<file path="src/rtl/core/mali_pkg.sv">
// Package for the multi-axis linear interpolator: request/result structs,
// register indexes, opcodes, defaults and the sequencer state type.
// No dependencies.
`timescale 1ns / 1ps

package mali_pkg;

  localparam int AXES_DEF      = 4;
  localparam int POS_WIDTH_DEF = 16;
  localparam int IN_AXES       = 4;   // axes that carry a request/result field
  localparam int FIELD_W       = 16;
  localparam int STEP_W        = 6;
  localparam int STEPS_W       = 7;
  localparam int AXCFG_W       = 3;
  localparam int CFG_W         = 7;
  localparam int CFG_IDX_W     = 1;
  localparam int MAX_STEPS     = 64;

  localparam logic [STEPS_W-1:0] STEPS_RESET = 7'd10;

  // register indexes
  localparam logic [CFG_IDX_W-1:0] REG_MOTION_STEPS = 1'd0;
  localparam logic [CFG_IDX_W-1:0] REG_ACTIVE_AXES  = 1'd1;

  // opcodes
  localparam logic OP_SET  = 1'b0;
  localparam logic OP_MOVE = 1'b1;

  typedef struct packed {
    logic                      operation;
    logic signed [FIELD_W-1:0] axis_value_0;
    logic signed [FIELD_W-1:0] axis_value_1;
    logic signed [FIELD_W-1:0] axis_value_2;
    logic signed [FIELD_W-1:0] axis_value_3;
  } cmd_t;

  typedef struct packed {
    logic signed [FIELD_W-1:0] pos_0;
    logic signed [FIELD_W-1:0] pos_1;
    logic signed [FIELD_W-1:0] pos_2;
    logic signed [FIELD_W-1:0] pos_3;
    logic        [STEP_W-1:0]  step_index;
    logic                      last;
  } step_t;

  typedef enum logic [2:0] {
    ST_IDLE,
    ST_LOAD,
    ST_DIV,
    ST_STEP,
    ST_EMIT
  } state_t;

endpackage

</file>
<file path="src/rtl/core/multi_axis_linear_interpolator.sv">
// Multi-axis linear interpolator, top level: sequencer, shared divide/step
// unit and per-axis state. Depends on mali_pkg.
`timescale 1ns / 1ps

// Usage
//   cmd channel (cmd_valid/cmd_ready/cmd): one request per set or move.
//   step channel (step_valid/step_ready/step): one result per interpolation
//   point of a move; step.last flags the final point.
//   cfg port: cfg_we/cfg_index/cfg_data, to be written only while idle;
//   the user is bound to this, the block itself does not enforce it.
// Sequence (S = motion_steps): a set request, or a move with no axis moving,
//   is taken while idle and gives no result.
//   move request: one restoring divide per axis of |target-start| by S-1
//   (clamped to 1..63) on the shared unit, one quotient bit a cycle.
//   Then each point runs the shared add/compare once per active axis, in
//   turn, then shows the result on the step port.
//   cmd_ready is high only between moves.
// Reset: positions cleared to zero, motion_steps = 10, active_axes = AXES.
// Stall: a result holds on the step port until taken; nothing else moves.
module multi_axis_linear_interpolator #(
  parameter int AXES      = mali_pkg::AXES_DEF,
  parameter int POS_WIDTH = mali_pkg::POS_WIDTH_DEF
) (
  input  logic                                clk,
  input  logic                                rst,
  input  logic                                cmd_valid,
  output logic                                cmd_ready,
  input  mali_pkg::cmd_t                      cmd,
  output logic                                step_valid,
  input  logic                                step_ready,
  output mali_pkg::step_t                     step,
  input  logic                                cfg_we,
  input  logic [mali_pkg::CFG_IDX_W-1:0]      cfg_index,
  input  logic [mali_pkg::CFG_W-1:0]          cfg_data
);

  localparam int W   = POS_WIDTH;
  localparam int AXW = (AXES > 1) ? $clog2(AXES) : 1;
  localparam int BW  = $clog2(W + 1);
  localparam int SW  = mali_pkg::STEP_W;

  mali_pkg::state_t state, state_next;

  // configuration
  logic [mali_pkg::STEPS_W-1:0] motion_steps;
  logic [mali_pkg::AXCFG_W:0]   active_axes;   // one spare bit holds AXES = 8

  // sequencer counters
  logic [AXW-1:0] ax, ax_next;
  logic [BW-1:0]  bitcnt;
  logic [SW-1:0]  k, k_next;

  // divider
  logic [SW-1:0]  rem;
  logic [W:0]     dvd;

  // per-axis state
  logic signed [W-1:0] position [AXES];
  logic signed [W-1:0] start    [AXES];
  logic signed [W-1:0] goal     [AXES];
  logic                neg      [AXES];
  logic [W:0]          qd       [AXES];
  logic [SW-1:0]       rd       [AXES];
  logic [W:0]          q        [AXES];
  logic [SW-1:0]       r        [AXES];

  // effective config
  logic [SW-1:0]  den;
  logic [AXW-1:0] n_last;

  always_comb begin
    if (motion_steps < 7'd2) begin
      den = SW'(1);
    end else if (int'(motion_steps) > mali_pkg::MAX_STEPS) begin
      den = SW'(mali_pkg::MAX_STEPS - 1);
    end else begin
      den = SW'(motion_steps - 7'd1);
    end
    if (active_axes == '0) begin
      n_last = '0;
    end else if (int'(active_axes) > AXES) begin
      n_last = AXW'(AXES - 1);
    end else begin
      n_last = AXW'(active_axes - 4'd1);
    end
  end

  // request fields per axis, resized to the position width
  logic signed [mali_pkg::FIELD_W-1:0] in_raw [mali_pkg::IN_AXES];
  logic signed [W-1:0]                 in_val [AXES];
  logic [AXES-1:0]                     diff_vec;
  logic                                moves;

  assign in_raw[0] = cmd.axis_value_0;
  assign in_raw[1] = cmd.axis_value_1;
  assign in_raw[2] = cmd.axis_value_2;
  assign in_raw[3] = cmd.axis_value_3;

  for (genvar a = 0; a < AXES; a++) begin : g_in
    if (a < mali_pkg::IN_AXES) begin : g_field
      assign in_val[a] = W'(in_raw[a]);
    end else begin : g_zero
      assign in_val[a] = '0;
    end
    assign diff_vec[a] = (a <= int'(n_last)) && (in_val[a] != position[a]);
  end
  assign moves = |diff_vec;

  // shared unit: one 7-bit trial subtract of the divisor, muxed between
  // the divide iteration and the per-step remainder update
  logic [SW:0]   sub_a;
  logic [SW:0]   sub_d;
  logic          geq;
  logic [SW-1:0] sub_res;
  logic [W:0]    q_new;
  logic [SW-1:0] r_new;
  logic [W-1:0]  offs;
  logic signed [W-1:0] pos_new;
  logic signed [W:0]   delta;
  logic [W:0]          mag;

  always_comb begin
    if (state == mali_pkg::ST_DIV) begin
      sub_a = {rem, dvd[W]};
    end else begin
      sub_a = {1'b0, r[ax]} + {1'b0, rd[ax]};
    end
    geq     = sub_a >= {1'b0, den};
    sub_d   = sub_a - {1'b0, den};
    sub_res = geq ? sub_d[SW-1:0] : sub_a[SW-1:0];

    // delta of the selected axis
    delta = (W+1)'(goal[ax]) - (W+1)'(start[ax]);
    mag   = delta[W] ? $unsigned(-delta) : $unsigned(delta);

    // running quotient: q_k = round(|delta| * k / den)
    if (k == '0) begin
      q_new = '0;
      r_new = den >> 1;
    end else begin
      q_new = q[ax] + qd[ax] + (W+1)'(geq);
      r_new = sub_res;
    end
    offs    = neg[ax] ? (W'(0) - q_new[W-1:0]) : q_new[W-1:0];
    pos_new = $signed($unsigned(start[ax]) + offs);
  end

  // sequencer
  always_ff @(posedge clk) begin
    if (rst) begin
      state <= mali_pkg::ST_IDLE;
    end else begin
      state <= state_next;
    end
  end

  always_comb begin
    state_next = state;
    ax_next    = ax;
    k_next     = k;
    cmd_ready  = 1'b0;
    step_valid = 1'b0;
    unique case (state)
      mali_pkg::ST_IDLE: begin
        cmd_ready = 1'b1;
        if (cmd_valid && cmd.operation == mali_pkg::OP_MOVE && moves) begin
          state_next = mali_pkg::ST_LOAD;
          ax_next    = '0;
        end
      end
      mali_pkg::ST_LOAD: begin
        state_next = mali_pkg::ST_DIV;
      end
      mali_pkg::ST_DIV: begin
        if (bitcnt == BW'(W)) begin
          if (ax == n_last) begin
            state_next = mali_pkg::ST_STEP;
            ax_next    = '0;
            k_next     = '0;
          end else begin
            state_next = mali_pkg::ST_LOAD;
            ax_next    = ax + AXW'(1);
          end
        end
      end
      mali_pkg::ST_STEP: begin
        if (ax == n_last) begin
          state_next = mali_pkg::ST_EMIT;
        end else begin
          ax_next = ax + AXW'(1);
        end
      end
      mali_pkg::ST_EMIT: begin
        step_valid = 1'b1;
        if (step_ready) begin
          if (k == den) begin
            state_next = mali_pkg::ST_IDLE;
          end else begin
            state_next = mali_pkg::ST_STEP;
            ax_next    = '0;
            k_next     = k + SW'(1);
          end
        end
      end
      default: begin
        state_next = mali_pkg::ST_IDLE;
      end
    endcase
  end

  // configuration registers
  always_ff @(posedge clk) begin
    if (rst) begin
      motion_steps <= mali_pkg::STEPS_RESET;
      active_axes  <= (mali_pkg::AXCFG_W+1)'(AXES);
    end else if (cfg_we) begin
      unique case (cfg_index)
        mali_pkg::REG_MOTION_STEPS: motion_steps <= cfg_data;
        mali_pkg::REG_ACTIVE_AXES:  active_axes  <= {1'b0, cfg_data[mali_pkg::AXCFG_W-1:0]};
        default: ;
      endcase
    end
  end

  // counters and divider
  always_ff @(posedge clk) begin
    if (rst) begin
      ax     <= '0;
      k      <= '0;
      bitcnt <= '0;
    end else begin
      ax <= ax_next;
      k  <= k_next;
      if (state == mali_pkg::ST_LOAD) begin
        bitcnt <= '0;
      end else if (state == mali_pkg::ST_DIV) begin
        bitcnt <= bitcnt + BW'(1);
      end
    end
  end

  always_ff @(posedge clk) begin
    if (state == mali_pkg::ST_LOAD) begin
      dvd <= mag;
      rem <= '0;
    end else if (state == mali_pkg::ST_DIV) begin
      dvd <= {dvd[W-1:0], geq};
      rem <= sub_res;
    end
  end

  // per-axis state
  always_ff @(posedge clk) begin
    if (rst) begin
      for (int a = 0; a < AXES; a++) begin
        position[a] <= '0;
        start[a]    <= '0;
        goal[a]     <= '0;
      end
    end else begin
      if (state == mali_pkg::ST_IDLE && cmd_valid) begin
        for (int a = 0; a < AXES; a++) begin
          if (a <= int'(n_last)) begin
            if (cmd.operation == mali_pkg::OP_SET) begin
              position[a] <= in_val[a];
            end else begin
              start[a] <= position[a];
              goal[a]  <= in_val[a];
            end
          end
        end
      end else if (state == mali_pkg::ST_STEP) begin
        position[ax] <= pos_new;
      end
    end
  end

  always_ff @(posedge clk) begin
    if (state == mali_pkg::ST_LOAD) begin
      neg[ax] <= delta[W];
    end
    if (state == mali_pkg::ST_DIV && bitcnt == BW'(W)) begin
      qd[ax] <= {dvd[W-1:0], geq};
      rd[ax] <= sub_res;
    end
    if (state == mali_pkg::ST_STEP) begin
      q[ax] <= q_new;
      r[ax] <= r_new;
    end
  end

  // result
  logic signed [mali_pkg::FIELD_W-1:0] pos_out [mali_pkg::IN_AXES];

  for (genvar a = 0; a < mali_pkg::IN_AXES; a++) begin : g_out
    if (a < AXES) begin : g_axis
      assign pos_out[a] = mali_pkg::FIELD_W'(position[a]);
    end else begin : g_none
      assign pos_out[a] = '0;
    end
  end

  assign step.pos_0      = pos_out[0];
  assign step.pos_1      = pos_out[1];
  assign step.pos_2      = pos_out[2];
  assign step.pos_3      = pos_out[3];
  assign step.step_index = k;
  assign step.last       = (k == den);

`ifndef ASSERT_OFF
  // divider remainder stays below the divisor
  a_div_rem: assert property (@(posedge clk) disable iff (rst)
    state == mali_pkg::ST_DIV |-> rem < den)
    else $error("divider remainder out of range");

  // running remainder stays below the divisor between points
  a_step_rem: assert property (@(posedge clk) disable iff (rst)
    (state == mali_pkg::ST_STEP && k != '0) |-> r[ax] < den)
    else $error("step remainder out of range");

  // final point lands exactly on the target
  a_final: assert property (@(posedge clk) disable iff (rst)
    (state == mali_pkg::ST_STEP && k == den) |-> q_new == mag)
    else $error("final point misses target");

  // after the final point is taken the block returns to idle
  a_done: assert property (@(posedge clk) disable iff (rst)
    (step_valid && step_ready && step.last) |=> state == mali_pkg::ST_IDLE)
    else $error("move did not end after last point");
`endif

endmodule
</file>
<file path="config.mk">
export PLATFORM = sky130hd
export DESIGN_NAME = multi_axis_linear_interpolator
export DESIGN_NICKNAME = d
export VERILOG_FILES = /design/src/rtl/core/mali_pkg.sv /design/src/rtl/core/multi_axis_linear_interpolator.sv
export SDC_FILE = /design/constraint.sdc
export NUM_CORES = 1
export LEC_CHECK = 0
export CAP_MARGIN = 20
export CORE_MARGIN = 3
export CORE_UTILIZATION = 39
export DETAILED_ROUTE_END_ITERATION = 8
export DONT_BUFFER_PORTS = 1
export PLACE_DENSITY_LB_ADDON = 0.3
export SYNTH_ARGS = -nofsm -noshare
export SYNTH_HDL_FRONTEND = slang
export SYNTH_SLANG_ARGS = --single-unit
</file>
<file path="constraint.sdc">
create_clock -name clk -period 26 [get_ports clk]
set_input_delay 2.6 -clock clk [delete_from_list [all_inputs] [get_ports clk]]
set_output_delay 2.6 -clock clk [all_outputs]
set_load 0.05 [all_outputs]
</file>
==> run_results.csv, run 1 <==
group,metric,value,unit
critical_path,crit_family,"compound AO/OA/AOI/OAI gates",
power_and_ir_drop,power.switching,0.504,mW
critical_path,arrival,9.18,ns
detailed_routing,wl,58.2,mm
yosys,syn_area_per_cell,13.4,µm²
timing,worst_slack,17.28,ns
timing,final_hold_viol_count,0,
floorplanning,die_h,241,µm
timing,setup_tns,0,ns
grt,track_usage,20.1,%
timing,post-route-period-util,33.5,%
grt,antenna_found_initial,0,
floorplanning,num_rows,85,
critical_path,critical_path_depth,31,
power_and_ir_drop,ir_drop,49.5,µV
power_and_ir_drop,pwr_density_cell,74.6,nW/µm²
floorplanning,start_util,39.6,%
clock_network,root_buffer,"clkbuf_16",
placed_design,placed_cell_area,22400,µm²
yosys,syn_nets,1756,
yosys,synth_ff_type,"edfxtp_1",
final_layout,postLayoutCellArea,23900,µm²
placed_design,placed_cells,2259,
status,status,"completed",
clock_network,cts_tree,"yes",
power_and_ir_drop,p_clk_share,36.2,%
final_layout,syn_to_final_growth,11.3,%
floorplanning,fp.dieW,241,µm
grt,grt_overflow,0,
placed_design,port_buffers,0,
power_and_ir_drop,combPwrFrac,15.3,%
final_layout,fin_cells,2340,
final_layout,drive_above_1_share,13.3,%
grt,grt_pass1_wl,86.8,mm
clock_network,cts_setup_buffers,0,
power_and_ir_drop,internal_power,1.28,mW
detailed_routing,detail_route.wl_per_cell,24.9,µm
timing,setup_violations,0,
timing,slew_viol_final,0,
floorplanning,core-area,54100,µm²
detailed_routing,drtIter0Drc,1161,
critical_path,endpoint_kind,"register",
final_layout,multi_input_area,8680,µm²
grt,grt_pass1_vias,13500,
yosys,ys_seq_area_share,57.6,%
critical_path,r2r_setup_slack,17.28,ns
detailed_routing,drc_errors,0,
flow_run,drv_cap,0,
critical_path,critPathMaxFanout,26,
yosys,yosysWarnings,0,
final_layout,regArea,12400,µm²
power_and_ir_drop,seqPwrFrac,48.6,%
clock_network,ctsResizeCount,0,
critical_path,r2r_cells,31,
final_layout,fillers,4857,
yosys,synth.cell_area,21500,µm²
placed_design,dpl.hpwl,41.4,mm
clock_network,holdBufCountCts,0,
timing,relSlewSlack,25.1,%
floorplanning,dieArea,57900,µm²
timing,fmax,0.115,GHz
worst_hold_path,min_path_type,"reg -> reg",
grt,grt_max_degree,56,
critical_path,crit_required,26.46,ns
yosys,ys_ff_latch,423,
clock_network,htreeDepth,2,
critical_path,path_common_cell,"a21o_1",
yosys,ys_types,76,
timing,post-route-min-period,8.72,ns
detailed_routing,antenna_left,0,
clock_network,cts_buffer_depth,3,
floorplanning,io_pins,151,
clock_network,cts_buffers,44,
final_layout,antenna_cells,0,
yosys,synthArstFlopShare,0,%
detailed_routing,vias_per_cell,5.76,
timing,worst_slew_pin_slew,1.12,ns
yosys,synth-edff-count,389,
critical_path,setup.worst_path.class,"reg -> reg",
clock_network,clkTransAtPathRegs,0.06,ns
final_layout,final_nets,1763,
critical_path,crit_path_start_kind,"register",
detailed_routing,first_pass_iters,5,
worst_hold_path,min_path_cells,2,
placed_design,pre_cts_slack,17.28,ns
placed_design,gp_congestion,0.921,
yosys,syn-instance-count,1602,
critical_path,crit_buf_inv,2,
power_and_ir_drop,switching_share,28.3,%
timing,rsz0062_at_grt,"no",
detailed_routing,vias,13500,
timing,finClkSkew,0.0408,ns
critical_path,max_stage_delay,0.68,ns
clock_network,clock_sinks,423,
clock_network,clock_latency,0.59,ns
power_and_ir_drop,p_leak,8.59,nW
critical_path,cp_slowest_cell,"xnor2_1",
worst register-to-register path, delay by kind of cell, from the launching register on:
family                     cells  cell delay, ns
AOI/OAI and AO/OA             12            2.44
xor gates and xnor gates       2            0.83
and+or+nand+nor                7            1.20
buffers and inverters          2            0.61
DFF                            1            0.67
adders and majority gates      6            1.83
muxes                          2            1.02
per-layer routing:
layer	wire (µm)	track usage, %	up-vias
li1	-	-	6086
met1	23900	26.4	6746
met2	27600	32.7	521
met3	4380	4.35	119
met4	2310	7.94	0
met5	0	0	-
through the flow:
step	util, %	power, mW	hold WS (ns)
floorplan	-	1.06	0.426
global placement	41.3	1.14	0.437
detailed placement	41.4	1.15	0.447
CTS	44.1	1.79	0.460
global route	44.1	1.85	0.482
finish	44.1	1.78	0.459
sequential cells by signal, summed over array words and instances (netlist names), 3 cells and up, named ones only:
name	cells
active_axes	3
bitcnt	5
dvd	17
goal	64
k	6
motion_steps	7
neg	4
position	64
q	64
qd	64
r	24
rd	24
rem	6
start	64
state	3
final timing paths:
path | startpoint | end
setup / recovery | register | position[3][11]
setup reg to reg | register | position[3][11]
hold / removal | rem[1] | rem[1]
hold reg to reg | rem[1] | rem[1]
synth_stat cells (4+ instances only):
cell type	instances	area, µm²
o21ai_1	10	50.1
dfxtp_1	34	681
edfxtp_1	389	11700
a21o_1	21	158
o22ai_1	4	25.0
ha_1	70	876
a21oi_1	64	320
mux4_2	75	1690
or3_1	8	50.1
and2_1	116	726
o31ai_1	4	30.0
fa_1	6	120
a21boi_0	4	30.0
nand2_1	82	308
xor2_1	58	508
nor2b_1	12	75.1
buf_2	6	30.0
buf_1	4	15.0
o21a_1	8	60.1
o21ai_0	59	295
nand3_1	17	85.1
and3_1	38	238
o21bai_1	5	37.5
clkbuf_1	58	218
nand2b_1	11	68.8
mux2_2	7	78.8
xnor2_1	95	832
a22o_1	70	613
mux2i_1	5	50.1
nor4_1	10	62.6
nand4_1	19	119
a31oi_1	10	62.6
nor3_1	20	100
nor2_1	82	308
a211oi_1	5	37.5
inv_1	55	206
cells by family after synthesis:
family / synth area share (%)
buffers and inverters: 2.23
and+or+nand+nor: 11.0
xor gates and xnor gates: 6.24
muxes: 8.47
adders and majority gates: 4.64
DFF: 57.6
AOI/OAI and AO/OA: 9.78
area by class of cell:
class	instances	area share, %
clock buffer	58	5.12
clock inverter	23	1.09
inverter	55	0.865
multi-input combinational	1054	36.3
sequential	423	51.8
tap	696	3.65
timing repair buffer	31	1.14
power by group through the flow:
stage | Clock (mW) | Sequential (mW) | Combinational, mW
floorplan | 0 | 0.864 | 0.193
global placement | 0 | 0.877 | 0.263
detailed placement | 0 | 0.879 | 0.270
CTS | 0.653 | 0.865 | 0.271
global route | 0.680 | 0.870 | 0.296
finish | 0.644 | 0.865 | 0.272
placed cells by master (no fill, tap or decap), drive strengths merged, types with 21 or more instances in the layout:
master,n
xnor2,95
ha,70
a21o,21
a21oi,65
dfxtp,34
buf,31
nand2,82
nor2,82
clkbuf,58
and2,116
nor3,24
and3,38
inv,55
a22o,71
xor2,58
mux4,75
edfxtp,389
o21ai,69
Power figures use the tool's default switching activity.
==> inputs of run 2 (changes only) <==
Settings changed: ABC_AREA from default to 1.
Clock period 26 ns to 8.05 ns, I/O delays scaled along.
==> run_results.csv, run 2 <==
group,metric,value,unit
grt,grt_pass1_wl,102,mm
power_and_ir_drop,ir_drop,217,µV
floorplanning,io_pins,151,
grt,grt_pass1_vias,16800,
timing,relSlewSlack,29.6,%
grt,grt_use_met2,35.3,%
yosys,synth.top_cell.area_share,51.8,%
worst_hold_path,min_path_type,"in -> reg",
timing,fmax,0.136,GHz
grt,met3_usage,3.34,%
yosys,synth_most_common_cell,"nand2_1",
final_layout,final_common_cell,"nand2_1",
yosys,syn_area_per_cell,9.22,µm²
timing,setup_violations,0,
clock_network,root_buffer,"clkbuf_16",
clock_network,clock_sinks,423,
floorplanning,num_rows,87,
grt,grtUsageMet1,29.9,%
critical_path,endpoint_kind,"register",
final_layout,final_nets,2590,
timing,worst_slew_pin_slew,1.05,ns
timing,slew_viol_final,0,
power_and_ir_drop,switching_share,43.4,%
detailed_routing,drtIter0Drc,1793,
timing,finClkSkew,0.0361,ns
grt,grt_overflow,0,
placed_design,pre_cts_slack,0.593,ns
yosys,ys_top_cells_by_area,"edfxtp_1 (52%), nand2_1 (7.7%), nor2_1 (5.8%)",
yosys,ys_types,59,
final_layout,syn_to_final_growth,10.5,%
critical_path,crit_path_start_kind,"register",
timing,final_hold_viol_count,0,
detailed_routing,wl,67.2,mm
yosys,syn_nets,2601,
status,status,"completed",
grt,antenna_found_initial,0,
final_layout,fillers,5464,
yosys,synthArstFlopShare,0,%
yosys,syn-instance-count,2447,
detailed_routing,vias,17500,
detailed_routing,drc_errors,0,
clock_network,clock_latency,0.59,ns
yosys,synth-edff-count,389,
floorplanning,dieArea,60800,µm²
critical_path,critPathMaxFanout,25,
timing,post-route-min-period,7.35,ns
yosys,ys_ff_latch,423,
final_layout,fin_util,43.9,%
power_and_ir_drop,p_leak,10.3,nW
critical_path,cp_slowest_cell,"fa_1",
detailed_routing,vias_per_cell,5.42,
yosys,yosysWarnings,0,
placed_design,dpl.hpwl,49.1,mm
critical_path,max_stage_delay,0.53,ns
detailed_routing,antenna_left,0,
flow_run,drv_cap,0,
floorplanning,start_util,39.7,%
critical_path,setup.worst_path.class,"reg -> reg",
final_layout,drive_above_1_share,6.68,%
floorplanning,die_h,247,µm
power_and_ir_drop,combPwrFrac,45.3,%
grt,track_usage,21.9,%
critical_path,crit_required,8.35,ns
grt,grt_max_degree,75,
yosys,ys_seq_area_share,54.8,%
critical_path,arrival,7.66,ns
yosys,synth_ff_type,"edfxtp_1",
floorplanning,core-area,56800,µm²
yosys,synthTopCellsByCount,"nand2_1 (460), edfxtp_1 (389), nor2_1 (350), inv_1 (322), o21ai_0 (166)",
clock_network,holdBufCountCts,0,
yosys,synth.cell_area,22600,µm²
power_and_ir_drop,internal_power,5.24,mW
timing,post-route-period-util,91.4,%
placed_design,port_buffers,0,
power_and_ir_drop,power.switching,4.02,mW
clock_network,htreeDepth,2,
power_and_ir_drop,p_clk_share,21.9,%
clock_network,cts_buffers,44,
clock_network,clkTransAtPathRegs,0.06,ns
final_layout,antenna_cells,0,
timing,setup_tns,0,ns
power_and_ir_drop,pwr_density_cell,371,nW/µm²
clock_network,cts_buffer_depth,3,
clock_network,cts_tree,"yes",
grt,grt-busiest-layer,"met2",
placed_design,gp_congestion,0.934,
detailed_routing,first_pass_iters,5,
final_layout,final_cell_mix,"nand2_1 (459), edfxtp_1 (389), nor2_1 (341)",
yosys,yosysTopAreaCell,"edfxtp_1",
detailed_routing,detail_route.wl_per_cell,20.8,µm
floorplanning,fp.dieW,247,µm
timing,rsz0062_at_grt,"no",
power_and_ir_drop,total_power,9.26,mW
critical_path,path_common_cell,"nand2_1",
power_and_ir_drop,seqPwrFrac,32.7,%
timing,worst_slack,0.696,ns
-- run 2: changes by cell type in the layout (fill, tap and decap cells not counted), sizes merged, moves of 75 or more --
| cell | before | now |
|---|---|---|
| nand2 | 82 | 471 |
| nor2 | 82 | 361 |
| inv | 55 | 332 |
| and2 | 116 | 3 |
| o21ai | 69 | 177 |
| nand3 | 19 | 124 |
| o22ai | 4 | 97 |
| mux4 | 75 | 0 |
-- run 2: timing repair --
action / CTS / global route
endpoints found under the hold margin: 0 / 0
setup buffers: 0 / 1
resized for setup: 0 / 3
setup endpoints to repair: 0 / 8
-- run 2: routing by layer --
metal | routed length, µm | vias up
met1 | 28400 | 8407
met2 | 31000 | 720
met4 | 2720 | 0
li1 | - | 8238
met5 | 0 | -
met3 | 5090 | 120
-- run 2: critical path: cells and delay by family (launching register included) --
| family | cells | cell delay (ns) |
|---|---|---|
| DFF | 1 | 0.42 |
| xor gates and xnor gates | 2 | 0.45 |
| and+or+nand+nor | 19 | 2.14 |
| adders and majority gates | 5 | 2.11 |
| AOI/OAI and AO/OA | 9 | 1.25 |
| buffers and inverters | 6 | 0.71 |
-- run 2: power by group through the flow --
stage | combinational, mW | clock [mW] | sequential [mW]
3_5_place_dp | 4.15 | 0 | 3.08
2_1_floorplan | 3.02 | 0 | 2.99
4_1_cts | 4.17 | 2.06 | 3.03
3_3_place_gp | 4.08 | 0 | 3.08
5_1_grt | 4.72 | 2.15 | 3.05
6_report | 4.20 | 2.03 | 3.03
-- run 2: area by class of cell --
class	instances	area, µm²	share of cell area [%]
Clock buffer	56	1160	4.64
Tap cell	756	946	3.79
Clock inverter	25	264	1.06
Inverter	332	1250	5.02
Multi-Input combinational cell	1605	8670	34.8
Timing Repair Buffer	30	280	1.12
Sequential cell	423	12400	49.6
-- run 2: metrics by stage --
stage          hold WS [ns]  cell area (µm²)  std cells
6_report              0.327            24900       3227
5_1_grt               0.295            24900       3227
4_1_cts               0.290            24900       3224
3_5_place_dp          0.459            23500       3143
3_3_place_gp          0.444            23400       3142
2_1_floorplan         0.429            22600       2447
-- run 2: logic make-up (layout without fill, tap and decap cells) --
group	count (synthesis)	count (layout)	share of synthesized area, %
AO/OA/AOI/OAI	405	405	10.3
XOR/XNOR	101	101	4.02
adder cells (fa/ha/maj)	76	76	4.41
buffers and inverters	419	443	7.15
flip-flops	423	423	54.8
multiplexers	2	2	0.0887
AND/OR/NAND/NOR	1021	1021	19.2
-- run 2: worst paths after layout --
kind                                      from         endpoint  slack, ns  cells after the start
worst max-delay path                  register  position[3][14]       0.70                     41
worst min-delay path                       rst             k[4]       0.33                      1
worst max register to register        register  position[3][14]       0.70                     41
worst min register to register  active_axes[2]   active_axes[2]       0.47                      2
